[src/rtl/udff_pkg.sv]
// Shared types and constants for the unsigned decimal field formatter.
package udff_pkg;

   localparam int VALUE_W = 32;
   localparam int FIELD_W = 6;
   localparam int CHAR_W  = 8;

   localparam logic [CHAR_W-1:0] CH_ZERO  = 8'h30;
   localparam logic [CHAR_W-1:0] CH_SPACE = 8'h20;
   localparam logic [CHAR_W-1:0] CH_NONE  = 8'h00;

   typedef enum logic [1:0] {
      FRONT_IDLE,
      FRONT_CONVERT,
      FRONT_COUNT,
      FRONT_PUSH
   } front_state_type;

   typedef enum logic [1:0] {
      BACK_IDLE,
      BACK_SETUP,
      BACK_EMIT
   } back_state_type;

   // Layout of one formatted number as it travels from front to back.
   typedef struct packed {
      logic [FIELD_W-1:0] nlen;       // digit string length incl. precision zeros
      logic [FIELD_W-1:0] width;      // saturated field width
      logic               zero_fill;  // '0' padding on the left
      logic               left_align; // digits first, spaces after
   } fmt_type;

endpackage

[src/rtl/udff_if.sv]
// Request and response channel interfaces for the decimal field formatter.
interface udff_req_if;
   logic                          valid;
   logic                          ready;
   logic [udff_pkg::VALUE_W-1:0]  value;
   logic [udff_pkg::FIELD_W-1:0]  field_width;
   logic [udff_pkg::FIELD_W-1:0]  precision;
   logic                          has_precision;
   logic                          zero_pad;
   logic                          left_align;

   modport source (
      output valid, value, field_width, precision, has_precision, zero_pad, left_align,
      input  ready
   );
   modport sink (
      input  valid, value, field_width, precision, has_precision, zero_pad, left_align,
      output ready
   );
endinterface

interface udff_rsp_if;
   logic                          valid;
   logic                          ready;
   logic [udff_pkg::CHAR_W-1:0]   char_code;
   logic                          char_valid;
   logic                          last;
   logic [udff_pkg::FIELD_W-1:0]  total_count;

   modport source (
      output valid, char_code, char_valid, last, total_count,
      input  ready
   );
   modport sink (
      input  valid, char_code, char_valid, last, total_count,
      output ready
   );
endinterface

[src/rtl/udff_front.sv]
// Front end: takes a request, converts the value to BCD and sizes the digit string.
module udff_front #(
   parameter int MAX_FIELD  = 63,
   parameter int MAX_DIGITS = 10
) (
   input  logic                          clock,
   input  logic                          reset,
   udff_req_if.sink                      req_ch,
   output logic                          push_valid,
   input  logic                          push_ready,
   output logic [4*MAX_DIGITS-1:0]       push_digits,
   output udff_pkg::fmt_type             push_fmt
);

   localparam int BCD_W  = 4 * MAX_DIGITS;
   localparam int NDIG_W = $clog2(MAX_DIGITS + 1);
   localparam int BIT_W  = $clog2(udff_pkg::VALUE_W);
   localparam logic [udff_pkg::FIELD_W-1:0] FIELD_CAP = udff_pkg::FIELD_W'(MAX_FIELD);

   udff_pkg::front_state_type state_ff, state_in;

   logic [udff_pkg::VALUE_W-1:0] value_ff, value_in;
   logic [BCD_W-1:0]             bcd_ff, bcd_in;
   logic                         ovf_ff, ovf_in;
   logic [BIT_W-1:0]             bit_cnt_ff, bit_cnt_in;
   logic [NDIG_W-1:0]            ndig_ff, ndig_in;
   logic [udff_pkg::FIELD_W-1:0] width_ff, width_in;
   logic [udff_pkg::FIELD_W-1:0] prec_ff, prec_in;
   logic                         dot_ff, dot_in;
   logic                         zero_ff, zero_in;
   logic                         left_ff, left_in;

   logic [BCD_W-1:0]             bcd_adj;
   logic [NDIG_W-1:0]            top_digit;
   logic                         value_zero;
   logic [udff_pkg::FIELD_W-1:0] ndig_ext;

   // Double-dabble correction: any digit of five or more gets three added before the shift.
   always_comb begin
      for (int i = 0; i < MAX_DIGITS; i++) begin
         if (bcd_ff[4*i +: 4] > 4'd4) begin
            bcd_adj[4*i +: 4] = bcd_ff[4*i +: 4] + 4'd3;
         end else begin
            bcd_adj[4*i +: 4] = bcd_ff[4*i +: 4];
         end
      end
   end

   // Position of the most significant nonzero digit, plus one.
   always_comb begin
      top_digit = '0;
      for (int i = 0; i < MAX_DIGITS; i++) begin
         if (bcd_ff[4*i +: 4] != 4'd0) begin
            top_digit = NDIG_W'(i + 1);
         end
      end
   end

   assign value_zero = !ovf_ff && (bcd_ff == '0);
   assign ndig_ext   = udff_pkg::FIELD_W'(ndig_ff);

   always_comb begin
      state_in   = state_ff;
      value_in   = value_ff;
      bcd_in     = bcd_ff;
      ovf_in     = ovf_ff;
      bit_cnt_in = bit_cnt_ff;
      ndig_in    = ndig_ff;
      width_in   = width_ff;
      prec_in    = prec_ff;
      dot_in     = dot_ff;
      zero_in    = zero_ff;
      left_in    = left_ff;
      req_ch.ready = 1'b0;
      push_valid   = 1'b0;

      case (state_ff)
         udff_pkg::FRONT_IDLE: begin
            req_ch.ready = 1'b1;
            if (req_ch.valid) begin
               value_in   = req_ch.value;
               bcd_in     = '0;
               ovf_in     = 1'b0;
               bit_cnt_in = '0;
               width_in   = (req_ch.field_width > FIELD_CAP) ? FIELD_CAP : req_ch.field_width;
               prec_in    = (req_ch.precision > FIELD_CAP) ? FIELD_CAP : req_ch.precision;
               dot_in     = req_ch.has_precision;
               zero_in    = req_ch.zero_pad;
               left_in    = req_ch.left_align;
               state_in   = udff_pkg::FRONT_CONVERT;
            end
         end
         udff_pkg::FRONT_CONVERT: begin
            bcd_in     = {bcd_adj[BCD_W-2:0], value_ff[udff_pkg::VALUE_W-1]};
            ovf_in     = ovf_ff | bcd_adj[BCD_W-1];  // digits above the kept ones
            value_in   = {value_ff[udff_pkg::VALUE_W-2:0], 1'b0};
            bit_cnt_in = bit_cnt_ff + 1'b1;
            if (bit_cnt_ff == BIT_W'(udff_pkg::VALUE_W - 1)) begin
               state_in = udff_pkg::FRONT_COUNT;
            end
         end
         udff_pkg::FRONT_COUNT: begin
            if (ovf_ff) begin
               ndig_in = NDIG_W'(MAX_DIGITS);
            end else if (top_digit == '0) begin
               ndig_in = NDIG_W'(1);
            end else begin
               ndig_in = top_digit;
            end
            state_in = udff_pkg::FRONT_PUSH;
         end
         udff_pkg::FRONT_PUSH: begin
            push_valid = 1'b1;
            if (push_ready) begin
               state_in = udff_pkg::FRONT_IDLE;
            end
         end
         default: begin
            state_in = udff_pkg::FRONT_IDLE;
         end
      endcase
   end

   always_comb begin
      push_digits         = bcd_ff;
      push_fmt.width      = width_ff;
      push_fmt.zero_fill  = zero_ff && !dot_ff;
      push_fmt.left_align = left_ff;
      // explicit zero precision on a zero value prints no digits
      if (dot_ff && (prec_ff == '0) && value_zero) begin
         push_fmt.nlen = '0;
      end else if (dot_ff && (prec_ff > ndig_ext)) begin
         push_fmt.nlen = prec_ff;
      end else begin
         push_fmt.nlen = ndig_ext;
      end
   end

   always_ff @(posedge clock) begin
      if (reset) begin
         state_ff <= udff_pkg::FRONT_IDLE;
      end else begin
         state_ff <= state_in;
      end
   end

   always_ff @(posedge clock) begin
      value_ff   <= value_in;
      bcd_ff     <= bcd_in;
      ovf_ff     <= ovf_in;
      bit_cnt_ff <= bit_cnt_in;
      ndig_ff    <= ndig_in;
      width_ff   <= width_in;
      prec_ff    <= prec_in;
      dot_ff     <= dot_in;
      zero_ff    <= zero_in;
      left_ff    <= left_in;
   end

endmodule

[src/rtl/udff_queue.sv]
// Two-entry queue between the conversion front end and the character back end.
module udff_queue #(
   parameter int WIDTH = 54
) (
   input  logic             clock,
   input  logic             reset,
   input  logic             push_valid,
   output logic             push_ready,
   input  logic [WIDTH-1:0] push_data,
   output logic             pop_valid,
   input  logic             pop_ready,
   output logic [WIDTH-1:0] pop_data
);

   logic [WIDTH-1:0] entry_ff [2];
   logic             wr_ptr_ff, wr_ptr_in;
   logic             rd_ptr_ff, rd_ptr_in;
   logic [1:0]       count_ff, count_in;
   logic             do_push, do_pop;

   assign push_ready = (count_ff != 2'd2);
   assign pop_valid  = (count_ff != 2'd0);
   assign pop_data   = entry_ff[rd_ptr_ff];
   assign do_push    = push_valid && push_ready;
   assign do_pop     = pop_valid && pop_ready;

   always_comb begin
      wr_ptr_in = do_push ? !wr_ptr_ff : wr_ptr_ff;
      rd_ptr_in = do_pop ? !rd_ptr_ff : rd_ptr_ff;
      count_in  = count_ff;
      if (do_push && !do_pop) begin
         count_in = count_ff + 2'd1;
      end else if (do_pop && !do_push) begin
         count_in = count_ff - 2'd1;
      end
   end

   always_ff @(posedge clock) begin
      if (reset) begin
         wr_ptr_ff <= 1'b0;
         rd_ptr_ff <= 1'b0;
         count_ff  <= 2'd0;
      end else begin
         wr_ptr_ff <= wr_ptr_in;
         rd_ptr_ff <= rd_ptr_in;
         count_ff  <= count_in;
      end
   end

   always_ff @(posedge clock) begin
      if (do_push) begin
         entry_ff[wr_ptr_ff] <= push_data;
      end
   end

endmodule

[src/rtl/udff_back.sv]
// Back end: lays out padding and digits and sends one character per response.
module udff_back #(
   parameter int MAX_DIGITS = 10
) (
   input  logic                          clock,
   input  logic                          reset,
   input  logic                          pop_valid,
   output logic                          pop_ready,
   input  logic [4*MAX_DIGITS-1:0]       pop_digits,
   input  udff_pkg::fmt_type             pop_fmt,
   udff_rsp_if.source                    rsp_ch
);

   localparam int BCD_W = 4 * MAX_DIGITS;
   localparam int FW    = udff_pkg::FIELD_W;

   udff_pkg::back_state_type state_ff, state_in;

   logic [BCD_W-1:0]  digits_ff, digits_in;
   udff_pkg::fmt_type fmt_ff, fmt_in;
   logic [FW-1:0]     total_ff, total_in;
   logic [FW-1:0]     start_ff, start_in;
   logic [FW-1:0]     end_ff, end_in;
   logic [FW-1:0]     pos_ff, pos_in;

   logic                        rsp_valid_ff, rsp_valid_in;
   logic [udff_pkg::CHAR_W-1:0] char_ff, char_in;
   logic                        cvalid_ff, cvalid_in;
   logic                        last_ff, last_in;
   logic [FW-1:0]               count_ff, count_in;

   logic [FW-1:0]               pad;
   logic [FW-1:0]               idx;
   logic [3:0]                  nib;
   logic                        in_num;
   logic                        is_empty;
   logic                        is_last;
   logic                        slot_free;
   logic [udff_pkg::CHAR_W-1:0] ch;

   assign pad = (fmt_ff.width > fmt_ff.nlen) ? (fmt_ff.width - fmt_ff.nlen) : '0;

   // idx counts digit places from the least significant one; beyond the kept digits the digit reads as '0'
   assign in_num = (pos_ff >= start_ff) && (pos_ff < end_ff);
   assign idx    = end_ff - pos_ff - FW'(1);

   always_comb begin
      nib = 4'd0;
      for (int i = 0; i < MAX_DIGITS; i++) begin
         if (idx == FW'(i)) begin
            nib = digits_ff[4*i +: 4];
         end
      end
   end

   always_comb begin
      if (in_num) begin
         ch = udff_pkg::CH_ZERO + {4'd0, nib};
      end else if (fmt_ff.zero_fill) begin
         ch = udff_pkg::CH_ZERO;
      end else begin
         ch = udff_pkg::CH_SPACE;
      end
   end

   assign is_empty  = (total_ff == '0);
   assign is_last   = is_empty || ({1'b0, pos_ff} + (FW+1)'(1) == {1'b0, total_ff});
   assign slot_free = !rsp_valid_ff || rsp_ch.ready;

   always_comb begin
      state_in     = state_ff;
      digits_in    = digits_ff;
      fmt_in       = fmt_ff;
      total_in     = total_ff;
      start_in     = start_ff;
      end_in       = end_ff;
      pos_in       = pos_ff;
      rsp_valid_in = rsp_valid_ff && !rsp_ch.ready;
      char_in      = char_ff;
      cvalid_in    = cvalid_ff;
      last_in      = last_ff;
      count_in     = count_ff;
      pop_ready    = 1'b0;

      case (state_ff)
         udff_pkg::BACK_IDLE: begin
            pop_ready = 1'b1;
            if (pop_valid) begin
               digits_in = pop_digits;
               fmt_in    = pop_fmt;
               state_in  = udff_pkg::BACK_SETUP;
            end
         end
         udff_pkg::BACK_SETUP: begin
            total_in = fmt_ff.nlen + pad;
            if (fmt_ff.zero_fill || !fmt_ff.left_align) begin
               start_in = pad;
               end_in   = pad + fmt_ff.nlen;
            end else begin
               start_in = '0;
               end_in   = fmt_ff.nlen;
            end
            pos_in   = '0;
            state_in = udff_pkg::BACK_EMIT;
         end
         udff_pkg::BACK_EMIT: begin
            if (slot_free) begin
               rsp_valid_in = 1'b1;
               char_in      = is_empty ? udff_pkg::CH_NONE : ch;
               cvalid_in    = !is_empty;
               last_in      = is_last;
               count_in     = is_last ? total_ff : '0;
               pos_in       = pos_ff + FW'(1);
               if (is_last) begin
                  state_in = udff_pkg::BACK_IDLE;
               end
            end
         end
         default: begin
            state_in = udff_pkg::BACK_IDLE;
         end
      endcase
   end

   assign rsp_ch.valid       = rsp_valid_ff;
   assign rsp_ch.char_code   = char_ff;
   assign rsp_ch.char_valid  = cvalid_ff;
   assign rsp_ch.last        = last_ff;
   assign rsp_ch.total_count = count_ff;

   always_ff @(posedge clock) begin
      if (reset) begin
         state_ff     <= udff_pkg::BACK_IDLE;
         rsp_valid_ff <= 1'b0;
      end else begin
         state_ff     <= state_in;
         rsp_valid_ff <= rsp_valid_in;
      end
   end

   always_ff @(posedge clock) begin
      digits_ff <= digits_in;
      fmt_ff    <= fmt_in;
      total_ff  <= total_in;
      start_ff  <= start_in;
      end_ff    <= end_in;
      pos_ff    <= pos_in;
      char_ff   <= char_in;
      cvalid_ff <= cvalid_in;
      last_ff   <= last_in;
      count_ff  <= count_in;
   end

endmodule

[src/rtl/unsigned_decimal_field_formatter.sv]
// Formats a 32-bit unsigned value as printf-style decimal text, one ASCII character per
// response, the last one flagged and carrying the character count (an empty field gives a
// single response with char_valid low). For every request the front end accepts it, runs
// 32 one-bit double-dabble steps, counts digits and pushes the result into a two-entry
// queue; it takes no new request until that push. The back end pops an entry, works out
// the layout and then emits one character per cycle while the response side is ready, at
// least one response per request. Front and back overlap; back pressure on the response
// side can fill the queue and then stall the front end. Width and precision saturate at
// MAX_FIELD; only the lowest MAX_DIGITS decimal digits of the value are kept.
module unsigned_decimal_field_formatter #(
   parameter int MAX_FIELD  = 63,
   parameter int MAX_DIGITS = 10
) (
   input  logic       clock,
   input  logic       reset,
   udff_req_if.sink   req_ch,
   udff_rsp_if.source rsp_ch
);

   localparam int BCD_W = 4 * MAX_DIGITS;
   localparam int Q_W   = BCD_W + $bits(udff_pkg::fmt_type);

   logic              push_valid, push_ready;
   logic [BCD_W-1:0]  push_digits;
   udff_pkg::fmt_type push_fmt;
   logic              pop_valid, pop_ready;
   logic [Q_W-1:0]    pop_data;
   logic [BCD_W-1:0]  pop_digits;
   udff_pkg::fmt_type pop_fmt;

   assign {pop_digits, pop_fmt} = pop_data;

   udff_front #(
      .MAX_FIELD  (MAX_FIELD),
      .MAX_DIGITS (MAX_DIGITS)
   ) u_front (
      .clock       (clock),
      .reset       (reset),
      .req_ch      (req_ch),
      .push_valid  (push_valid),
      .push_ready  (push_ready),
      .push_digits (push_digits),
      .push_fmt    (push_fmt)
   );

   udff_queue #(
      .WIDTH (Q_W)
   ) u_queue (
      .clock      (clock),
      .reset      (reset),
      .push_valid (push_valid),
      .push_ready (push_ready),
      .push_data  ({push_digits, push_fmt}),
      .pop_valid  (pop_valid),
      .pop_ready  (pop_ready),
      .pop_data   (pop_data)
   );

   udff_back #(
      .MAX_DIGITS (MAX_DIGITS)
   ) u_back (
      .clock      (clock),
      .reset      (reset),
      .pop_valid  (pop_valid),
      .pop_ready  (pop_ready),
      .pop_digits (pop_digits),
      .pop_fmt    (pop_fmt),
      .rsp_ch     (rsp_ch)
   );

endmodule

[src/flat_wrapper.sv]
// flat-port wrapper written by rule: the top's interface ports become plain ports
module unsigned_decimal_field_formatter_flat 
#(
   parameter int MAX_FIELD  = 63,
   parameter int MAX_DIGITS = 10
)
  (clock, reset, req_ch_valid, req_ch_value, req_ch_field_width, req_ch_precision, req_ch_has_precision, req_ch_zero_pad, req_ch_left_align, req_ch_ready, rsp_ch_valid, rsp_ch_char_code, rsp_ch_char_valid, rsp_ch_last, rsp_ch_total_count, rsp_ch_ready);
  udff_req_if req_ch_i ();
  udff_rsp_if rsp_ch_i ();
  input  logic clock;
  input  logic reset;
  input wire logic [$bits(req_ch_i.valid)-1:0] req_ch_valid;
  input wire logic [$bits(req_ch_i.value)-1:0] req_ch_value;
  input wire logic [$bits(req_ch_i.field_width)-1:0] req_ch_field_width;
  input wire logic [$bits(req_ch_i.precision)-1:0] req_ch_precision;
  input wire logic [$bits(req_ch_i.has_precision)-1:0] req_ch_has_precision;
  input wire logic [$bits(req_ch_i.zero_pad)-1:0] req_ch_zero_pad;
  input wire logic [$bits(req_ch_i.left_align)-1:0] req_ch_left_align;
  output wire logic [$bits(req_ch_i.ready)-1:0] req_ch_ready;
  output wire logic [$bits(rsp_ch_i.valid)-1:0] rsp_ch_valid;
  output wire logic [$bits(rsp_ch_i.char_code)-1:0] rsp_ch_char_code;
  output wire logic [$bits(rsp_ch_i.char_valid)-1:0] rsp_ch_char_valid;
  output wire logic [$bits(rsp_ch_i.last)-1:0] rsp_ch_last;
  output wire logic [$bits(rsp_ch_i.total_count)-1:0] rsp_ch_total_count;
  input wire logic [$bits(rsp_ch_i.ready)-1:0] rsp_ch_ready;
  assign req_ch_i.valid = req_ch_valid;
  assign req_ch_i.value = req_ch_value;
  assign req_ch_i.field_width = req_ch_field_width;
  assign req_ch_i.precision = req_ch_precision;
  assign req_ch_i.has_precision = req_ch_has_precision;
  assign req_ch_i.zero_pad = req_ch_zero_pad;
  assign req_ch_i.left_align = req_ch_left_align;
  assign req_ch_ready = req_ch_i.ready;
  assign rsp_ch_valid = rsp_ch_i.valid;
  assign rsp_ch_char_code = rsp_ch_i.char_code;
  assign rsp_ch_char_valid = rsp_ch_i.char_valid;
  assign rsp_ch_last = rsp_ch_i.last;
  assign rsp_ch_total_count = rsp_ch_i.total_count;
  assign rsp_ch_i.ready = rsp_ch_ready;
  unsigned_decimal_field_formatter #(.MAX_FIELD(MAX_FIELD), .MAX_DIGITS(MAX_DIGITS)) u_core (.clock(clock), .reset(reset), .req_ch(req_ch_i), .rsp_ch(rsp_ch_i));
endmodule
[config.mk]
export PLATFORM = sky130hd
export DESIGN_NAME = unsigned_decimal_field_formatter_flat
export DESIGN_NICKNAME = d
export VERILOG_FILES = /design/src/rtl/udff_pkg.sv /design/src/rtl/udff_if.sv /design/src/rtl/udff_front.sv /design/src/rtl/udff_queue.sv /design/src/rtl/udff_back.sv /design/src/rtl/unsigned_decimal_field_formatter.sv /design/src/flat_wrapper.sv
export SDC_FILE = /design/constraint.sdc
export NUM_CORES = 1
export LEC_CHECK = 0
export ABC_AREA = 1
export ABC_CLOCK_PERIOD_IN_PS = 15160
export BUFFER_PORTS_ARGS = -buffer_cell sky130_fd_sc_hd__buf_2
export CORE_UTILIZATION = 51
export CTS_BUF_LIST = sky130_fd_sc_hd__clkbuf_2
export CTS_CLUSTER_DIAMETER = 60
export DETAILED_ROUTE_END_ITERATION = 16
export GPL_TIMING_DRIVEN = 0
export PLACE_DENSITY = 0.68
export SLEW_MARGIN = 15
export SYNTH_ARGS = -nofsm -noshare
export SYNTH_HDL_FRONTEND = slang
export SYNTH_HIERARCHICAL = 1
export SYNTH_SLANG_ARGS = --single-unit
[constraint.sdc]
create_clock -name clock -period 15.16 [get_ports clock]
set_input_delay 1.516 -clock clock [delete_from_list [all_inputs] [get_ports clock]]
set_output_delay 1.516 -clock clock [all_outputs]
set_load 0.01 [all_outputs]
; After elaboration in Yosys (flattened, before gate mapping)
; Memories as Yosys holds them, arrays and structs flattened. A register that Yosys moved wholly into a read port is not among the register bits.
; Index checks and enable logic that the tools add are counted.
[totals]
regBits = 146
ramBits = 108
input_bits = 51
output_inout_bits = 18
elab_cells = 203
n_memories = 1
[op_classes]
addsub = 20
n_lt_le_gt_ge = 16
n_eq_ne = 23
n_mux = 64
n_bitwise = 1
n_reduce_logical = 53
[memory_table]
columns = memory, depth, width, read_ports, rd_clocked_by_memory_dff, wr, line
row1 = u_core.u_queue.entry_ff, 2, 54, 1, 1, 1, udff_queue.sv:15  ; logic [WIDTH-1:0] entry_ff [2];
[op_table]
columns = operator, n
row1 = $mux 4, 30
row2 = $pmux 40 s2, 1
row3 = $pmux 32 s2, 1
row4 = $add 4x2->4 const B, 10
row5 = $gt 4x3->1 const B, 10
row6 = $logic_not 40->1, 1
row7 = $mux 40, 1
row8 = $reduce_bool 4->1, 10
row9 = $mux 32, 1
row10 = $mux 6, 5
row11 = $eq 6x3->1 const B, 4
row12 = $logic_not 6->1, 3
row13 = $mux 2, 8
row14 = $eq 6x2->1 const B, 2
row15 = $eq 6x4->1 const B, 2
row16 = $gt 6x6->1 const B, 2
row17 = $ne 2x2->1 const B, 6
row18 = $pmux 6 s2, 1
row19 = $sub 6x6->6, 2
row20 = $logic_and 1x1->1, 11
row21 = $logic_not 1->1, 10
row22 = $mux 5, 2
row23 = $pmux 5 s2, 1
row24 = $reduce_and 2->1, 5
row25 = 30 further kinds, 48

; Depth between registers and ports, before layout
[logic_depth]
depth_word = 15
depth_mapped = 21
mapped_depth_nobuf = 20

; Hierarchy
; Netlist, hierarchy kept.
[modules_own_cells]
columns = mod, instances, cells_each, area_per_inst_um2, seq_area_each_um2
row1 = udff_front, 1, 521, 5039.8, 2952.8
row2 = udff_back, 1, 459, 4800.9, 2822.7
row3 = udff_queue, 1, 205, 4389.2, 3343.2

; Worst setup path after synthesis
; OpenSTA, ideal clock, no wires.
[synth_timing]
path_type = reg2reg
startpoint = register u_core.u_front.state_ff[1]
endpoint = register u_core.u_front.bit_cnt_ff[0] (enable)
setup_ns = 0.622
arrival_time_ns = 6.256
t_required_ns = 14.538
setup_slack_ns = 8.282
stages_incl_launch_ff = 6
path_buffers = 1
synth_period_minus_slack_ns = 6.878
path_cell_list = dfxtp_1 -> inv_1 -> ha_1 -> inv_1 -> clkbuf_1 -> o21ai_0
[synth_via]
elab_chain_cells = 3
word_cells_on_any_way = 5
cone_classes = 2 x eq/ne / 3 x reduce/logical
[synth_rtl]
columns = element, line
row1 = from (decl), udff_front.sv:20  ; udff_pkg::front_state_type state_ff, state_in;
row2 = from (signal assigned), udff_front.sv:141  ; state_ff <= udff_pkg::FRONT_IDLE;
row3 = from (signal assigned), udff_front.sv:143  ; state_ff <= state_in;
row4 = $eq 2x1->1 / $logic_not 2->1 (equally long branches), udff_front.sv:77  ; case (state_ff)
row5 = $reduce_bool 2->1 (no line) / $ne 2x2->1 (equally long branches), --
row6 = $reduce_and 2->1 (no line) (*), --
row7 = to (signal assigned), udff_front.sv:151  ; bit_cnt_ff <= bit_cnt_in;
row8 = to (decl), udff_front.sv:25  ; logic [BIT_W-1:0] bit_cnt_ff, bit_cnt_in;
; Every way passes the cells marked *; elsewhere a longest branch is shown, timed or not.
; A chain may end at the register's enable or synchronous reset.

; Worst setup path after layout
[layout_timing]
startpoint = register u_core/u_back/fmt_ff[8] (netlist name)
endpoint = register u_core.u_back.end_ff[5], data pin
[layout_via]
elab_chain_cells = 4
word_cells_on_any_way = 5
cone_classes = 2 x add/sub / 1 x order compare / 2 x mux
[layout_rtl]
columns = element, line
row1 = from (decl), udff_back.sv:20  ; udff_pkg::fmt_type fmt_ff, fmt_in;
row2 = from (signal assigned), udff_back.sv:143  ; fmt_ff <= fmt_in;
row3 = $sub 6x6->6 / $gt 6x6->1 (equally long branches), udff_back.sv:41  ; assign pad = (fmt_ff.width > fmt_ff.nlen) ? (fmt_ff.width - fmt_ff.nlen) : '0;
row4 = $mux 6 (*), udff_back.sv:41
row5 = named net u_core.u_back.pad[2], udff_back.sv:32  ; logic [FW-1:0] pad;
row6 = $add 6x6->6 (*), udff_back.sv:98  ; end_in = pad + fmt_ff.nlen;
row7 = $mux 6 (*), udff_back.sv:96  ; if (fmt_ff.zero_fill || !fmt_ff.left_align) begin
row8 = to (signal assigned), udff_back.sv:146  ; end_ff <= end_in;
row9 = to (decl), udff_back.sv:23  ; logic [FW-1:0] end_ff, end_in;
; The timed path passes the listed nets; every way through them passes the cells marked *.

==> impl_summary.md <==
Run status
The run finished with clean final reports.

Power and ir drop
The part of the total power dissipated in combinational logic is 0.394. The maximum vdd ir drop is between 0.1 and 0.15 mV. Of the total power, registers draw 0.444.

Summing internal, switching and leakage power gives 0.003330 W. Of the total power, the clock network draws 0.162. The leakage power total is 6.666 nW. The power per standard cell area is 208.9 nW/µm². The switching power total is 0.001279 W.

The internal portion of the total power is 0.002050 W. Of the total power, the share spent switching nets is 0.3843.

Timing
The final critical-path required period is 3.748 ns. The final max-slew violation count is 0. Derived from the worst setup path, the maximum achievable clock frequency is 0.2668 GHz. The setup TNS after final layout is 0 ns. The final hold violation count was 0. In the finished design, the share of the clock period the worst path needs comes to 0.2472.

The worst-case clock skew is between 0.1 and 0.15 ns. In this run the tightest slew margin relative to its limit is 0.3017. The transition at the pin with the smallest max-transition slack is between 1 and 1.5 ns.

The worst path setup slack after routing is 11.41 ns. The worst hold slack after final layout is 0.4480 ns. Setup violations remaining at the end of the flow were counted as 0. Setup repair after global routing left no endpoint under its margin.

Floorplan
The floorplan die width is 169.0 µm. The floorplan has 60 rows. Measured along the y axis, the die boundary spans around 170 µm. The core region area is 27,180 µm². The initial utilization of the core area, before any placement, comes to 0.5236. The top-level port count is 69. The floorplan die area is 28,570 µm².

Worst setup path
The library cell appearing most often on the critical path is nand2_1. The cell family contributing the most delay on the critical path is adder cells. The largest driver fanout on the critical path is 10. The library cell contributing the largest single delay on the critical path is edfxtp_1. The critical path contains buffers and inverters numbering 3 combined.

The data required time of the worst path is around 16 ns. STA classifies the critical path startpoint as a flop. The largest single stage delay on the critical path is 0.46 ns. Counting cells, the worst reg-to-reg path comes to 20. The critical path in this run is classified as flop to flop. The critical path capture point type is a flop. The number of logic stages on the critical path including buffering is 20. The signal on the critical path passes through ha_1 -> fa_1 -> inv_1 -> nand3_1 -> nand2_1 -> nand2_1 -> nand2_1 -> a21o_1 -> nand2_1 -> buf_4 -> nor3_1 -> ha_1 -> a21oi_1 -> nor2_1 -> a211oi_1 -> nand2_1 -> inv_1 -> nand2_1 -> nand3_1 -> o21ai_0. The arrival time at the worst endpoint is around 4.2 ns.

Routing
The number of detailed-routing iterations run before antenna repair is 5. Wires add up to ~25,000 µm. The wire length per cell after detailed routing is approximately 14 µm. In this run, the number of DRC markers left after iteration 0 of detailed routing was just under 500.

The detailed router placed approximately 8.7k vias in this run. The count of antenna-violating nets left after detailed routing is 0. After detailed routing, the number of remaining DRC violations is 0. Dividing the detail-routed via count by the number of cells gives 4.955.

Placed design
The worst slack after detailed placement is 11.50 ns. The half-perimeter wire length of the detailed placement result is 17,850 µm. Buffers placed on the I/O ports in this run total 54. Routability-driven placement finished with a final weighted congestion of 0.8733.

Logic synthesis
In the post-synthesis netlist, the biggest area contributors are edfxtp_1, nand2_1, mux2_4. The post-synthesis share of cell area spent on xor and xnor gates is 0.008617. The simple-gate area share of the yosys netlist is 0.1276. For this run, the register share of the synthesized area comes to 0.6408.

The adder and majority gate portion of the synthesized area is 0.05170. The proportion of synthesized area in mux cells is 0.05592. After synthesis the netlist holds a flip-flop and latch count of 307.

The combinational family with the most area after synthesis is simple AND/OR/NAND/NOR gates. The cell count after synthesis is 1,185. Of the post-synthesis cell area, the dominant cell type holds 0.6267. Counting distinct cell types in the post-synthesis netlist gives 45. The average instance area after synthesis is roughly 12 µm². The Yosys step of the flow raised 6 warnings. The combined area of all synthesized cells is around 14,000 µm². The share of the synthesized area in compound gates (AO/OA/AOI/OAI) is 0.05408. Summed over all instances, the cell type with the most area after synthesis is edfxtp_1.

CTS
The root buffer cell is clkbuf_2. The H-tree was split into 3 levels. In this run, post-CTS hold repair placed 0 buffers.

The number of CTS-inserted buffers is 77. The worst-case clock buffer depth is 3. The post-CTS setup buffer count is 0. Post-CTS repair changed the size of 0 cells.

The TritonCTS clock tree is built. Clock latency on the worst-skew pair, taken at its later pin, is 0.85 ns. Clock tree synthesis found a total of roughly 310 sinks. The clock slew at the register clock pins of the worst setup and hold paths is 0.10 ns.

Final layout
Relative to the synthesized area, the layout overhead comes to 12.01%. In the final layout, the share of cells above drive strength 1 is 0.2176. The number of nets at the end of the flow is 1,440.

Min path
The worst min-delay path category is flop to flop. The worst hold path passes through 0 cells.

GRT
The global routing usage summed across all routing layers is 0.1803. The sum of overflow across all layers after global routing is 0. The number of antenna violations at the first check in global routing was 1. Entering global routing, the biggest net connects 25 pins. The number of global-route vias before repair is 8,451.

The wire length of the first global-routing pass is between 30,000 and 40,000 µm.

Run
The count of max-cap constraint violations is 0.
kinds of logic after synthesis:
group | after synthesis
AO/OA/AOI/OAI | 139
XOR/XNOR | 14
adder cells (fa/ha/maj) | 57
buffers and inverters | 200
flip-flops | 307
multiplexers | 54
other | 1
AND/OR/NAND/NOR | 413
final timing paths:
path / start / slack, ns / endpoint
worst max register to register: u_core/u_back/fmt_ff[8] / 11.41 / u_core/u_back/end_ff[5]
worst max-delay path: u_core/u_back/fmt_ff[8] / 11.41 / u_core/u_back/end_ff[5]
worst min-delay path: u_core/u_front/width_ff[4] / 0.45 / u_core/u_queue/entry_ff[1][6]
worst min register to register: u_core/u_front/width_ff[4] / 0.45 / u_core/u_queue/entry_ff[1][6]
metal layers:
metal | global-route usage | wire, µm
met5 | 0 | 0
met4 | 0.07364 | 499
met3 | 0.04022 | 1152
met2 | 0.3088 | 12110
met1 | 0.2213 | 11020
power groups by stage:
| stage | logic, W | clock network (W) | registers [W] |
|---|---|---|---|
| 2_1_floorplan | 0.000966 | 0 | 0.00149 |
| 3_3_place_gp | 0.00122 | 0 | 0.00155 |
| 3_5_place_dp | 0.00132 | 0 | 0.00150 |
| 4_1_cts | 0.00133 | 0.000562 | 0.00148 |
| 5_1_grt | 0.00148 | 0.000602 | 0.00151 |
| 6_report | 0.00131 | 0.000538 | 0.00148 |
cell usage in the layout, fill, tap and decap left out, types with 7 or more instances in the layout:
cell	n
buf_2	59
clkbuf_1	21
mux2_4	50
nor2_1	75
buf_4	8
dfxtp_1	10
nand2_1	237
nor3_1	8
clkinv_1	11
nand3_1	39
nand4_1	12
o211ai_1	9
xor2_1	11
inv_2	14
clkbuf_2	110
ha_1	54
inv_1	149
o21ai_0	46
a211oi_1	7
edfxtp_1	297
a21oi_1	65
state kept, by name, indices dropped and copies added, names as in the netlist, 14 cells and up, named ones only:
signal,count
u_core/u_front/value_ff,32
u_core/u_front/push_digits,40
u_core/u_queue/entry_ff,108
u_core/u_back/fmt_ff,14
u_core/u_back/digits_ff,40
layout make-up:
type / instances / area (µm²)
timing repair buffer: 67 / 508.0
clock buffer: 110 / 550.5
tap: 372 / 465.4
sequential: 307 / 9119
antenna: 1 / 2.502
inverter: 163 / 611.8
clock inverter: 20 / 145.1
multi-input combinational: 679 / 4280
buffer: 37 / 256.5
fill: 2280 / 11240
metrics by stage:
step	util	cell area (µm²)	instances
after global placement	0.5508	14970	1612
after global routing	0.5865	15940	1756
final	0.5865	15940	1756
after floorplan	-	14230	1186
after CTS	0.5864	15940	1755
after detailed placement	0.5608	15240	1625
Yosys cell counts, drive strengths merged:
cell type  count
nand3         43
buf           16
o21ai         53
o2111ai        1
nor3b          5
a21o           1
edfxtp       297
xnor2          3
conb           1
mux2          54
clkbuf        21
nand2        243
o31ai          1
a21oi         65
ha            54
or2            4
and2           2
a211oi         7
dfxtp         10
nor2          84
nand4         12
xor2          11
fa             3
nor4           4
inv          163
o221ai         1
o2111a         1
nand3b         2
o211ai         9
nor3          14
Note: power is estimated with default switching activity, not from simulation.
